--- config.mk ---
export PLATFORM = sky130hd
export DESIGN_NAME = signed_decimal_formatter_top
export DESIGN_NICKNAME = d
export VERILOG_FILES = /design/src/hdl/sdf_pkg.sv /design/src/hdl/sdf_digit_unit.sv /design/src/hdl/signed_decimal_formatter_top.sv
export SDC_FILE = /design/constraint.sdc
export NUM_CORES = 1
export LEC_CHECK = 0
export ABC_AREA = 1
export BUFFER_PORTS_ARGS = -buffer_cell sky130_fd_sc_hd__buf_2
export CORE_UTILIZATION = 62
export DETAILED_ROUTE_END_ITERATION = 6
export GPL_ROUTABILITY_DRIVEN = 1
export PLACE_DENSITY = 0.84
export SLEW_MARGIN = 15
export SYNTH_ARGS = -nofsm -noshare
export SYNTH_HDL_FRONTEND = slang
export SYNTH_SLANG_ARGS = --single-unit
--- constraint.sdc ---
create_clock -name clock -period 7 [get_ports clock]
set_clock_uncertainty 0.1 [all_clocks]
set_input_delay 0.35 -clock clock [delete_from_list [all_inputs] [get_ports clock]]
set_output_delay 0.35 -clock clock [all_outputs]
set_load 0.01 [all_outputs]
--- src/hdl/sdf_pkg.sv ---
`default_nettype none
// ----------------------------------------------------------------------------
// sdf_pkg
// shared types and constants of the signed decimal formatter
// ----------------------------------------------------------------------------
package sdf_pkg;

   localparam int VALUE_W       = 64;
   localparam int NUM_DIGITS    = 19;
   localparam int BCD_W         = 4 * NUM_DIGITS;
   localparam int BITS_PER_STEP = 4;
   localparam int CONV_STEPS    = VALUE_W / BITS_PER_STEP;
   localparam int STEP_CNT_W    = $clog2(CONV_STEPS);
   localparam int ND_W          = $clog2(NUM_DIGITS + 1);
   localparam int CNT_W         = 7;
   localparam int MAX_CHARS_DEF = 64;

   localparam logic [1:0] MODE_NORMAL = 2'd0;
   localparam logic [1:0] MODE_SHORT  = 2'd1;

   localparam logic [7:0] CHAR_SPACE = 8'h20;
   localparam logic [7:0] CHAR_MINUS = 8'h2d;
   localparam logic [7:0] CHAR_ZERO  = 8'h30;

   typedef enum logic [2:0] {
      ST_IDLE,
      ST_CONVERT,
      ST_NORM,
      ST_SETUP,
      ST_EMIT
   } state_type;

   typedef struct packed {
      logic load;
      logic step;
      logic shift;
   } digit_cmd_type;

endpackage
`default_nettype wire

--- src/hdl/sdf_digit_unit.sv ---
`default_nettype none
// ----------------------------------------------------------------------------
// sdf_digit_unit
// shift-and-add-3 binary to bcd converter, four bits per step, with a
// nibble shifter that walks the digits out from the most significant end
// ----------------------------------------------------------------------------
module sdf_digit_unit (
   input  wire                          clock,
   input  wire sdf_pkg::digit_cmd_type  cmd,
   input  wire [sdf_pkg::VALUE_W-1:0]   load_value,
   output logic [3:0]                   top_digit
);
   import sdf_pkg::*;

   logic [BCD_W-1:0]   bcd_ff, bcd_in;
   logic [VALUE_W-1:0] bin_ff, bin_in;
   logic [BCD_W-1:0]   bcd_step;
   logic [VALUE_W-1:0] bin_step;

   always_comb begin
      bcd_step = bcd_ff;
      bin_step = bin_ff;
      for (int s = 0; s < BITS_PER_STEP; s++) begin
         for (int d = 0; d < NUM_DIGITS; d++) begin
            if (bcd_step[d*4 +: 4] >= 4'd5) begin
               bcd_step[d*4 +: 4] = bcd_step[d*4 +: 4] + 4'd3;
            end
         end
         {bcd_step, bin_step} = {bcd_step[BCD_W-2:0], bin_step, 1'b0};
      end
   end

   always_comb begin
      bcd_in = bcd_ff;
      bin_in = bin_ff;
      if (cmd.load) begin
         bcd_in = '0;
         bin_in = load_value;
      end else if (cmd.step) begin
         bcd_in = bcd_step;
         bin_in = bin_step;
      end else if (cmd.shift) begin
         bcd_in = {bcd_ff[BCD_W-5:0], 4'd0};
      end
   end

   always_ff @(posedge clock) begin
      bcd_ff <= bcd_in;
      bin_ff <= bin_in;
   end

   assign top_digit = bcd_ff[BCD_W-1 -: 4];

endmodule
`default_nettype wire

--- src/hdl/signed_decimal_formatter_top.sv ---
`default_nettype none
// ----------------------------------------------------------------------------
// signed_decimal_formatter_top
// printf style %d conversion of one signed integer into ascii characters
// ----------------------------------------------------------------------------
// One item is accepted in the idle state, converted in the shared bcd
// converter (four bits of the magnitude a cycle), stripped of leading zero
// digits in the same unit's nibble shifter (one digit a cycle, at most 18),
// passed through a setup state, then sent one character per cycle while
// the sink is ready, and followed by one closing state in which the block
// is still busy. The input is not ready until the last character has been
// handed to the output register.
// ----------------------------------------------------------------------------
module signed_decimal_formatter_top #(
   parameter int MAX_CHARS = sdf_pkg::MAX_CHARS_DEF
) (
   input  wire         clock,
   input  wire         reset,
   input  wire         req_tvalid,
   output logic        req_tready,
   // value[63:0], length_mode[65:64], precision_given[66], min_digits[72:67],
   // force_sign[73], sign_char[81:74], field_width[88:82], left_justify[89]
   input  wire [95:0]  req_tdata,
   output logic        rsp_tvalid,
   input  wire         rsp_tready,
   // out_char[7:0]
   output logic [7:0]  rsp_tdata,
   output logic        rsp_tlast
);
   import sdf_pkg::*;

   localparam logic [CNT_W-1:0] MAX_CNT = CNT_W'(MAX_CHARS);

   state_type state_ff, state_in;

   logic [STEP_CNT_W-1:0] step_cnt_ff, step_cnt_in;
   logic [ND_W-1:0]       nd_ff, nd_in;
   logic                  sign_pend_ff, sign_pend_in;
   logic [7:0]            sign_chr_ff, sign_chr_in;
   logic [5:0]            prec_ff, prec_in;
   logic [CNT_W-1:0]      width_ff, width_in;
   logic                  left_ff, left_in;
   logic                  zero_case_ff, zero_case_in;
   logic [CNT_W-1:0]      padl_ff, padl_in;
   logic [CNT_W-1:0]      padr_ff, padr_in;
   logic [5:0]            zero_cnt_ff, zero_cnt_in;
   logic [ND_W-1:0]       dig_cnt_ff, dig_cnt_in;
   logic [CNT_W-1:0]      total_ff, total_in;
   logic [CNT_W-1:0]      emitted_ff, emitted_in;
   logic                  rsp_valid_ff, rsp_valid_in;
   logic [7:0]            rsp_data_ff, rsp_data_in;
   logic                  rsp_last_ff, rsp_last_in;

   digit_cmd_type   cmd;
   logic [3:0]      top_digit;
   logic [63:0]     in_value;
   logic [1:0]      in_mode;
   logic [63:0]     kept;
   logic [63:0]     mag;
   logic [5:0]      in_prec;
   logic            accept;
   logic            can_emit;
   logic            emit_done;
   logic            norm_more;
   logic [ND_W-1:0] nd_eff;
   logic [5:0]      zeros;
   logic [CNT_W-1:0] nb;
   logic [CNT_W-1:0] pad;
   logic [CNT_W-1:0] n_chars;

   assign in_value = req_tdata[63:0];
   assign in_mode  = req_tdata[65:64];
   assign in_prec  = req_tdata[66] ? req_tdata[72:67] : 6'd1;
   assign accept   = req_tvalid & req_tready;

   always_comb begin
      unique case (in_mode)
         MODE_NORMAL: kept = {{32{in_value[31]}}, in_value[31:0]};
         MODE_SHORT:  kept = {{48{in_value[15]}}, in_value[15:0]};
         default:     kept = in_value;
      endcase
   end

   assign mag = kept[63] ? (64'd0 - kept) : kept;

   assign can_emit  = ~rsp_valid_ff | rsp_tready;
   assign emit_done = (emitted_ff == total_ff);
   assign norm_more = (top_digit == 4'd0) && (nd_ff > ND_W'(1));

   // setup arithmetic
   always_comb begin
      nd_eff  = zero_case_ff ? '0 : nd_ff;
      zeros   = (prec_ff > 6'(nd_eff)) ? (prec_ff - 6'(nd_eff)) : '0;
      nb      = CNT_W'(sign_pend_ff) + CNT_W'(zeros) + CNT_W'(nd_eff);
      pad     = (width_ff > nb) ? (width_ff - nb) : '0;
      n_chars = (width_ff > nb) ? width_ff : nb;
   end

   // next state
   always_comb begin
      state_in = state_ff;
      unique case (state_ff)
         ST_IDLE:    if (accept) state_in = ST_CONVERT;
         ST_CONVERT: if (step_cnt_ff == STEP_CNT_W'(CONV_STEPS - 1)) state_in = ST_NORM;
         ST_NORM:    if (!norm_more) state_in = ST_SETUP;
         ST_SETUP:   state_in = ST_EMIT;
         ST_EMIT:    if (emit_done) state_in = ST_IDLE;
         default:    state_in = ST_IDLE;
      endcase
   end

   // datapath and outputs
   always_comb begin
      cmd          = '0;
      req_tready   = 1'b0;
      step_cnt_in  = step_cnt_ff;
      nd_in        = nd_ff;
      sign_pend_in = sign_pend_ff;
      sign_chr_in  = sign_chr_ff;
      prec_in      = prec_ff;
      width_in     = width_ff;
      left_in      = left_ff;
      zero_case_in = zero_case_ff;
      padl_in      = padl_ff;
      padr_in      = padr_ff;
      zero_cnt_in  = zero_cnt_ff;
      dig_cnt_in   = dig_cnt_ff;
      total_in     = total_ff;
      emitted_in   = emitted_ff;
      rsp_valid_in = rsp_valid_ff & ~rsp_tready;
      rsp_data_in  = rsp_data_ff;
      rsp_last_in  = rsp_last_ff;
      unique case (state_ff)
         ST_IDLE: begin
            req_tready = 1'b1;
            if (accept) begin
               cmd.load     = 1'b1;
               step_cnt_in  = '0;
               nd_in        = ND_W'(NUM_DIGITS);
               sign_pend_in = kept[63] | req_tdata[73];
               sign_chr_in  = kept[63] ? CHAR_MINUS : req_tdata[81:74];
               prec_in      = in_prec;
               width_in     = req_tdata[88:82];
               left_in      = req_tdata[89];
               zero_case_in = (mag == 64'd0) && (in_prec == 6'd0);
            end
         end
         ST_CONVERT: begin
            cmd.step    = 1'b1;
            step_cnt_in = step_cnt_ff + STEP_CNT_W'(1);
         end
         ST_NORM: begin
            if (norm_more) begin
               cmd.shift = 1'b1;
               nd_in     = nd_ff - ND_W'(1);
            end
         end
         ST_SETUP: begin
            zero_cnt_in = zeros;
            dig_cnt_in  = nd_eff;
            padl_in     = left_ff ? '0 : pad;
            padr_in     = left_ff ? pad : '0;
            total_in    = (n_chars > MAX_CNT) ? MAX_CNT : n_chars;
            emitted_in  = '0;
         end
         ST_EMIT: begin
            if (!emit_done && can_emit) begin
               rsp_valid_in = 1'b1;
               rsp_last_in  = (emitted_ff + CNT_W'(1) == total_ff);
               emitted_in   = emitted_ff + CNT_W'(1);
               if (padl_ff != '0) begin
                  rsp_data_in = CHAR_SPACE;
                  padl_in     = padl_ff - CNT_W'(1);
               end else if (sign_pend_ff) begin
                  rsp_data_in  = sign_chr_ff;
                  sign_pend_in = 1'b0;
               end else if (zero_cnt_ff != '0) begin
                  rsp_data_in = CHAR_ZERO;
                  zero_cnt_in = zero_cnt_ff - 6'd1;
               end else if (dig_cnt_ff != '0) begin
                  rsp_data_in = CHAR_ZERO | {4'd0, top_digit};
                  dig_cnt_in  = dig_cnt_ff - ND_W'(1);
                  cmd.shift   = 1'b1;
               end else begin
                  rsp_data_in = CHAR_SPACE;
                  padr_in     = padr_ff - CNT_W'(1);
               end
            end
         end
         default: begin
         end
      endcase
   end

   always_ff @(posedge clock) begin
      if (reset) begin
         state_ff     <= ST_IDLE;
         rsp_valid_ff <= 1'b0;
      end else begin
         state_ff     <= state_in;
         rsp_valid_ff <= rsp_valid_in;
      end
   end

   always_ff @(posedge clock) begin
      step_cnt_ff  <= step_cnt_in;
      nd_ff        <= nd_in;
      sign_pend_ff <= sign_pend_in;
      sign_chr_ff  <= sign_chr_in;
      prec_ff      <= prec_in;
      width_ff     <= width_in;
      left_ff      <= left_in;
      zero_case_ff <= zero_case_in;
      padl_ff      <= padl_in;
      padr_ff      <= padr_in;
      zero_cnt_ff  <= zero_cnt_in;
      dig_cnt_ff   <= dig_cnt_in;
      total_ff     <= total_in;
      emitted_ff   <= emitted_in;
      rsp_data_ff  <= rsp_data_in;
      rsp_last_ff  <= rsp_last_in;
   end

   sdf_digit_unit u_digit (
      .clock      (clock),
      .cmd        (cmd),
      .load_value (mag),
      .top_digit  (top_digit)
   );

   assign rsp_tvalid = rsp_valid_ff;
   assign rsp_tdata  = rsp_data_ff;
   assign rsp_tlast  = rsp_last_ff;

endmodule
`default_nettype wire

# Word-level counts from Yosys, hierarchy flattened
# Index checks and enable logic that the tools add are counted.
# W data, S select, Z words.
# totals
ff_bits,218
wordCells,374
# op_classes
n_lt_le_gt_ge,80
n_mux,134
addsub,87
n_reduce_logical,28
n_eq_ne,20
bitwise_logic,6
# op_table
operator,n
$ge A4 B3 Y1 const B,76
$mux W4,73
$add A4 B2 Y4 const B,72
$mux W64,3
$mux W76,2
$pmux W64 S2,1
$logic_not A64 Y1,1
$sub A1 B64 Y64 const A,1
$mux W5,10
$mux W7,6
$mux W6,6
$pmux W7 S2,2
$mux W3,8
$ne A2 B2 Y1 const B,12
$pmux W5 S2,2
$mux W1,15
$pmux W3 S5,1
$eq A7 B7 Y1,2
$add A3 B2 Y3 const B,4
$pmux W6 S2,1
$reduce_bool A2 Y1,6
$sub A5 B1 Y5 const B,2
$mux W8,1
$pmux W4 S2,1
35 further kinds,47

# Logic depth before layout (Yosys ltp)
# depth
word_depth,9
mapped_depth,36
depth_no_buf,36

# Hierarchy
# From an unflattened synthesis, not the netlist that was laid out.
# unflattened
cells_unflattened,3357
hier_area_um2,21356.7
# by_module_without_submodules
module,area_each_um2,n_inst,seq_area_each_um2,cells_per_inst
sdf_digit_unit,13535.5,1,3443.3,2138
signed_decimal_formatter_top,7821.3,1,2302.2,1219

# Worst setup path after synthesis
# OpenSTA, ideal clock, no wires.
# synth_path
path_type,register to register
startpoint,reg zero_case_ff
endpoint,reg padl_ff[0] (data pin)
path_buffers,1
synth_period_minus_slack_ns,4.538
path_stages_with_launch,34
t_required_ns,6.633
t_arrival_ns,4.172
slack_ns,2.462
path_cell_list,edfxtp_1 nor2_1 ha_1 inv_1 fa_1 nand2_1 nor2_1 nand2_1 nand3_1 nand2_2 nand2_1 o21ai_0 ha_1 inv_1 nand2_1 inv_1 fa_1 xnor2_1 inv_1 ha_1 a21oi_1 nand2_1 a21oi_1 nand2_1 nand2_1 inv_1 nand3_1 nand2_1 nand2_1 nand2_4 nand2_4 or3_1 buf_2 o22ai_1
# synth_between
elab_chain_len,9
word_cells_on_any_way,11
cone_classes,4 x add/sub; 2 x order compare; 5 x mux
# synth_lines
element,line,text
from (decl),signed_decimal_formatter_top.sv:43,"logic zero_case_ff, zero_case_in;"
from (signal assigned),signed_decimal_formatter_top.sv:213,zero_case_ff <= zero_case_in;
$mux W5 (*),signed_decimal_formatter_top.sv:92,nd_eff = zero_case_ff ? '0 : nd_ff;
$sub A6 B5 Y6 / $gt A6 B5 Y1 (equally long branches),signed_decimal_formatter_top.sv:93,zeros = (prec_ff > 6'(nd_eff)) ? (prec_ff - 6'(nd_eff)) : '0;
$mux W6,signed_decimal_formatter_top.sv:93,
$add A1 B6 Y7,signed_decimal_formatter_top.sv:94,nb = CNT_W'(sign_pend_ff) + CNT_W'(zeros) + CNT_W'(nd_eff);
$add A7 B5 Y7 (*),signed_decimal_formatter_top.sv:94,
$sub A7 B7 Y7 / $gt A7 B7 Y1 (equally long branches),signed_decimal_formatter_top.sv:95,pad = (width_ff > nb) ? (width_ff - nb) : '0;
$mux W7 (*),signed_decimal_formatter_top.sv:95,
$mux W7 (*),signed_decimal_formatter_top.sv:161,padl_in = left_ff ? '0 : pad;
$pmux W7 S2 (*),signed_decimal_formatter_top.sv:133,unique case (state_ff)
via padl_in[0],signed_decimal_formatter_top.sv:44,"logic [CNT_W-1:0] padl_ff, padl_in;"
to (signal assigned),signed_decimal_formatter_top.sv:214,padl_ff <= padl_in;
to (decl),signed_decimal_formatter_top.sv:44,
# Mark *: on every way through the listed nets, which the timed path passes. The rest lies on a longest branch.
# A chain may end at the register's enable or synchronous reset.

# Worst setup path after layout
# layout_path
startpoint,reg zero_case_ff
endpoint,reg padl_ff[1] (data pin)
# The elaborated chain is that of the path after synthesis.

==> reports/results.tsv <==
metric	value	unit
timing.rr.start	zero_case_ff	
pre_cts_ws	1.86	ns
setup_viol	0	
setup_slack	1.83	ns
hold_viol_final	0	
synth_area_per_cell	6.66	µm²
ys_ff_latch	218	
required	7.26	ns
diodes	0	
slowest_stage	or3_1	
rsz0062_at_grt	no	
hpwl	36800	µm
r2r_end	padl_ff[1]	
hold_class	in2reg	
fp.dieH	185	µm
worstSetupPathType	reg2reg	
start_util	63.5	%
path_common_cell	nand2_1	
core_area	32800	µm²
max-cap-violations	0	
hp-start	req_tdata[71]	
antenna_found_initial	0	
clkSinkCount	218	
numPortBuffers	104	
ctsResizeCount	0	
fin_crit	5.17	ns
nets	3491	
cts_root_buffer	clkbuf_16	
numCtsBuffers	26	
worstMarginPinSlew	1.07	ns
slowest_delay	0.46	ns
yosysWarnings	0	
syn-instance-count	3127	
synth-edff-count	138	
slew_headroom	28.4	%
cp-start-kind	flip-flop	
critPathMaxFanout	9	
clock_latency	0.54	ns
hold_path_end	prec_ff[4]	
ios	111	
drtIter0Drc	1564	
cp-end-kind	flip-flop	
drt-wirelength-per-cell	13.5	µm
r2r_slack	1.83	ns
drc_errors	0	
grt_max_degree	107	
r2r_cells	32	
startpoint	zero_case_ff	
layout_common_cells	nand2_1 (758), inv_1 (528), nor2_1 (287), o21ai_0 (278), a21oi_1 (214)	
cts_tree	built	
async_flop_share	0	%
cts_buffer_depth	3	
chipWidth	185	µm
min_period_over_period	73.9	%
die-area	34300	µm²
outcome	finished, final reports clean	
drive_gt1_share	7.10	%
synth-main-ff-cell	edfxtp_1	
grt_pass1_vias	19076	
maxSlewViolCount	0	
ant_nets	0	
overflow	0	
rows	66	
syn-cell-area	20800	µm²
yosysUniqueCellTypes	59	
vias	20114	
h-tree-depth	1	
clk_pin_slew_worst_paths	0.06	ns
drt-total-wl	49700	µm
place_congestion	0.925	
grt_usage	28.8	%
first_pass_iters	5	
grt_pass1_wl	83600	µm
viasPerCell	5.48	
finalSetupTns	0	ns
synth_fp_nets	3409	
seq_area_frac_synth	27.6	%
fmax	0.193	GHz
areaGrowthSynthToFinish	8.91	%
final_common_cell	nand2_1	
holdPathStages	3	
cp_data_arrival_time	5.43	ns
routing by layer:
layer | wire (µm) | global-route usage, % | part of all wire [%]
met1 | 21900 | 36.0 | 44
met3 | 2630 | 3.07 | 5.3
met2 | 24100 | 52.0 | 49
met4 | 1070 | 8.13 | 2.2
met5 | 0 | 0 | 0
cells by family after synthesis:
group,count (synthesis),share of synthesized area (%)
AO/OA/AOI/OAI,633,16.5
XOR/XNOR,170,7.15
adder cells (fa/ha/maj),182,11.1
buffers and inverters,613,11.4
flip-flops,218,27.6
multiplexers,2,0.102
AND/OR/NAND/NOR,1309,26.2
registers in the layout (all words and copies together) (netlist names):
name / count
dig_cnt_ff: 5
left_ff: 1
width_ff: 7
state_ff: 3
padl_ff: 7
rsp_tvalid: 1
nd_ff: 5
sign_pend_ff: 1
emitted_ff: 7
u_digit.bcd_ff: 76
total_ff: 7
zero_case_ff: 1
zero_cnt_ff: 6
rsp_tdata: 8
u_digit.bin_ff: 64
rsp_tlast: 1
prec_ff: 6
sign_chr_ff: 8
step_cnt_ff: 4
per-stage QoR:
stage	cells	util (%)	instance area, µm²	hold WS (ns)
floorplan	3127	-	20800	0.319
global placement	3608	65.9	21600	0.365
detailed placement	3608	65.9	21600	0.369
CTS	3669	69.1	22700	0.00338
global route	3669	69.1	22700	0.0289
finish	3669	69.1	22700	0.0151
worst max path at each step:
stage,to,depth (start not counted),slack (ns)
after detailed placement,padl_ff[1],32,1.86
after floorplan,padl_ff[0],33,2.46
after CTS,padl_ff[1],32,1.82
after global placement,total_ff[3],31,1.98
after global routing,total_ff[3],31,1.39
final,padl_ff[1],32,1.83
area by class of cell:
class | instances | area, µm²
Timing Repair Buffer | 128 | 738
Sequential cell | 218 | 5750
Clock inverter | 8 | 116
Inverter | 539 | 2030
Tap cell | 442 | 553
Multi-Input combinational cell | 2296 | 12700
Clock buffer | 38 | 778
Fill cell | 2748 | 10100
synthesized netlist by cell type (4+ instances only):
| cell | number | share of area [%] |
|---|---|---|
| nand4_1 | 29 | 0.87 |
| o22ai_1 | 4 | 0.12 |
| o21ai_2 | 19 | 0.80 |
| ha_1 | 179 | 11 |
| clkbuf_1 | 51 | 0.92 |
| a21oi_1 | 214 | 5.1 |
| a221oi_1 | 5 | 0.21 |
| xor2_1 | 139 | 5.8 |
| buf_1 | 8 | 0.14 |
| a31oi_1 | 5 | 0.15 |
| xnor2_1 | 31 | 1.3 |
| edfxtp_1 | 138 | 20 |
| o211ai_1 | 37 | 1.3 |
| o21a_1 | 10 | 0.36 |
| buf_2 | 7 | 0.17 |
| nor4_1 | 5 | 0.15 |
| o21ai_0 | 278 | 6.7 |
| nor3_1 | 37 | 0.89 |
| or2_2 | 18 | 0.54 |
| nand3_1 | 132 | 3.2 |
| inv_2 | 8 | 0.14 |
| nand3b_1 | 12 | 0.43 |
| o31ai_1 | 5 | 0.18 |
| o21ai_1 | 45 | 1.1 |
| nor2_1 | 288 | 5.2 |
| nand3_2 | 4 | 0.19 |
| dfxtp_1 | 80 | 7.7 |
| nand2_1 | 760 | 14 |
| inv_1 | 530 | 9.6 |
| nand2_2 | 5 | 0.15 |
repair_timing:
item | 4_1_cts | 5_1_grt
buffers inserted | 0 | 0
hold buffers | 15 | 0
endpoints found under the hold margin | 17 | 0
critical path: cells and delay by family (launching register included):
kind	cells	cell delay (ns)
buffers and inverters	5	0.32
adders and majority gates	5	1.52
xor gates and xnor gates	1	0.22
AOI/OAI and AO/OA	3	0.33
DFF	1	0.45
and+or+nand+nor	18	2.06
Power is left out: the tool's default activity adds up to more than one toggle a clock period on the data nets, which glitch-free logic cannot reach.
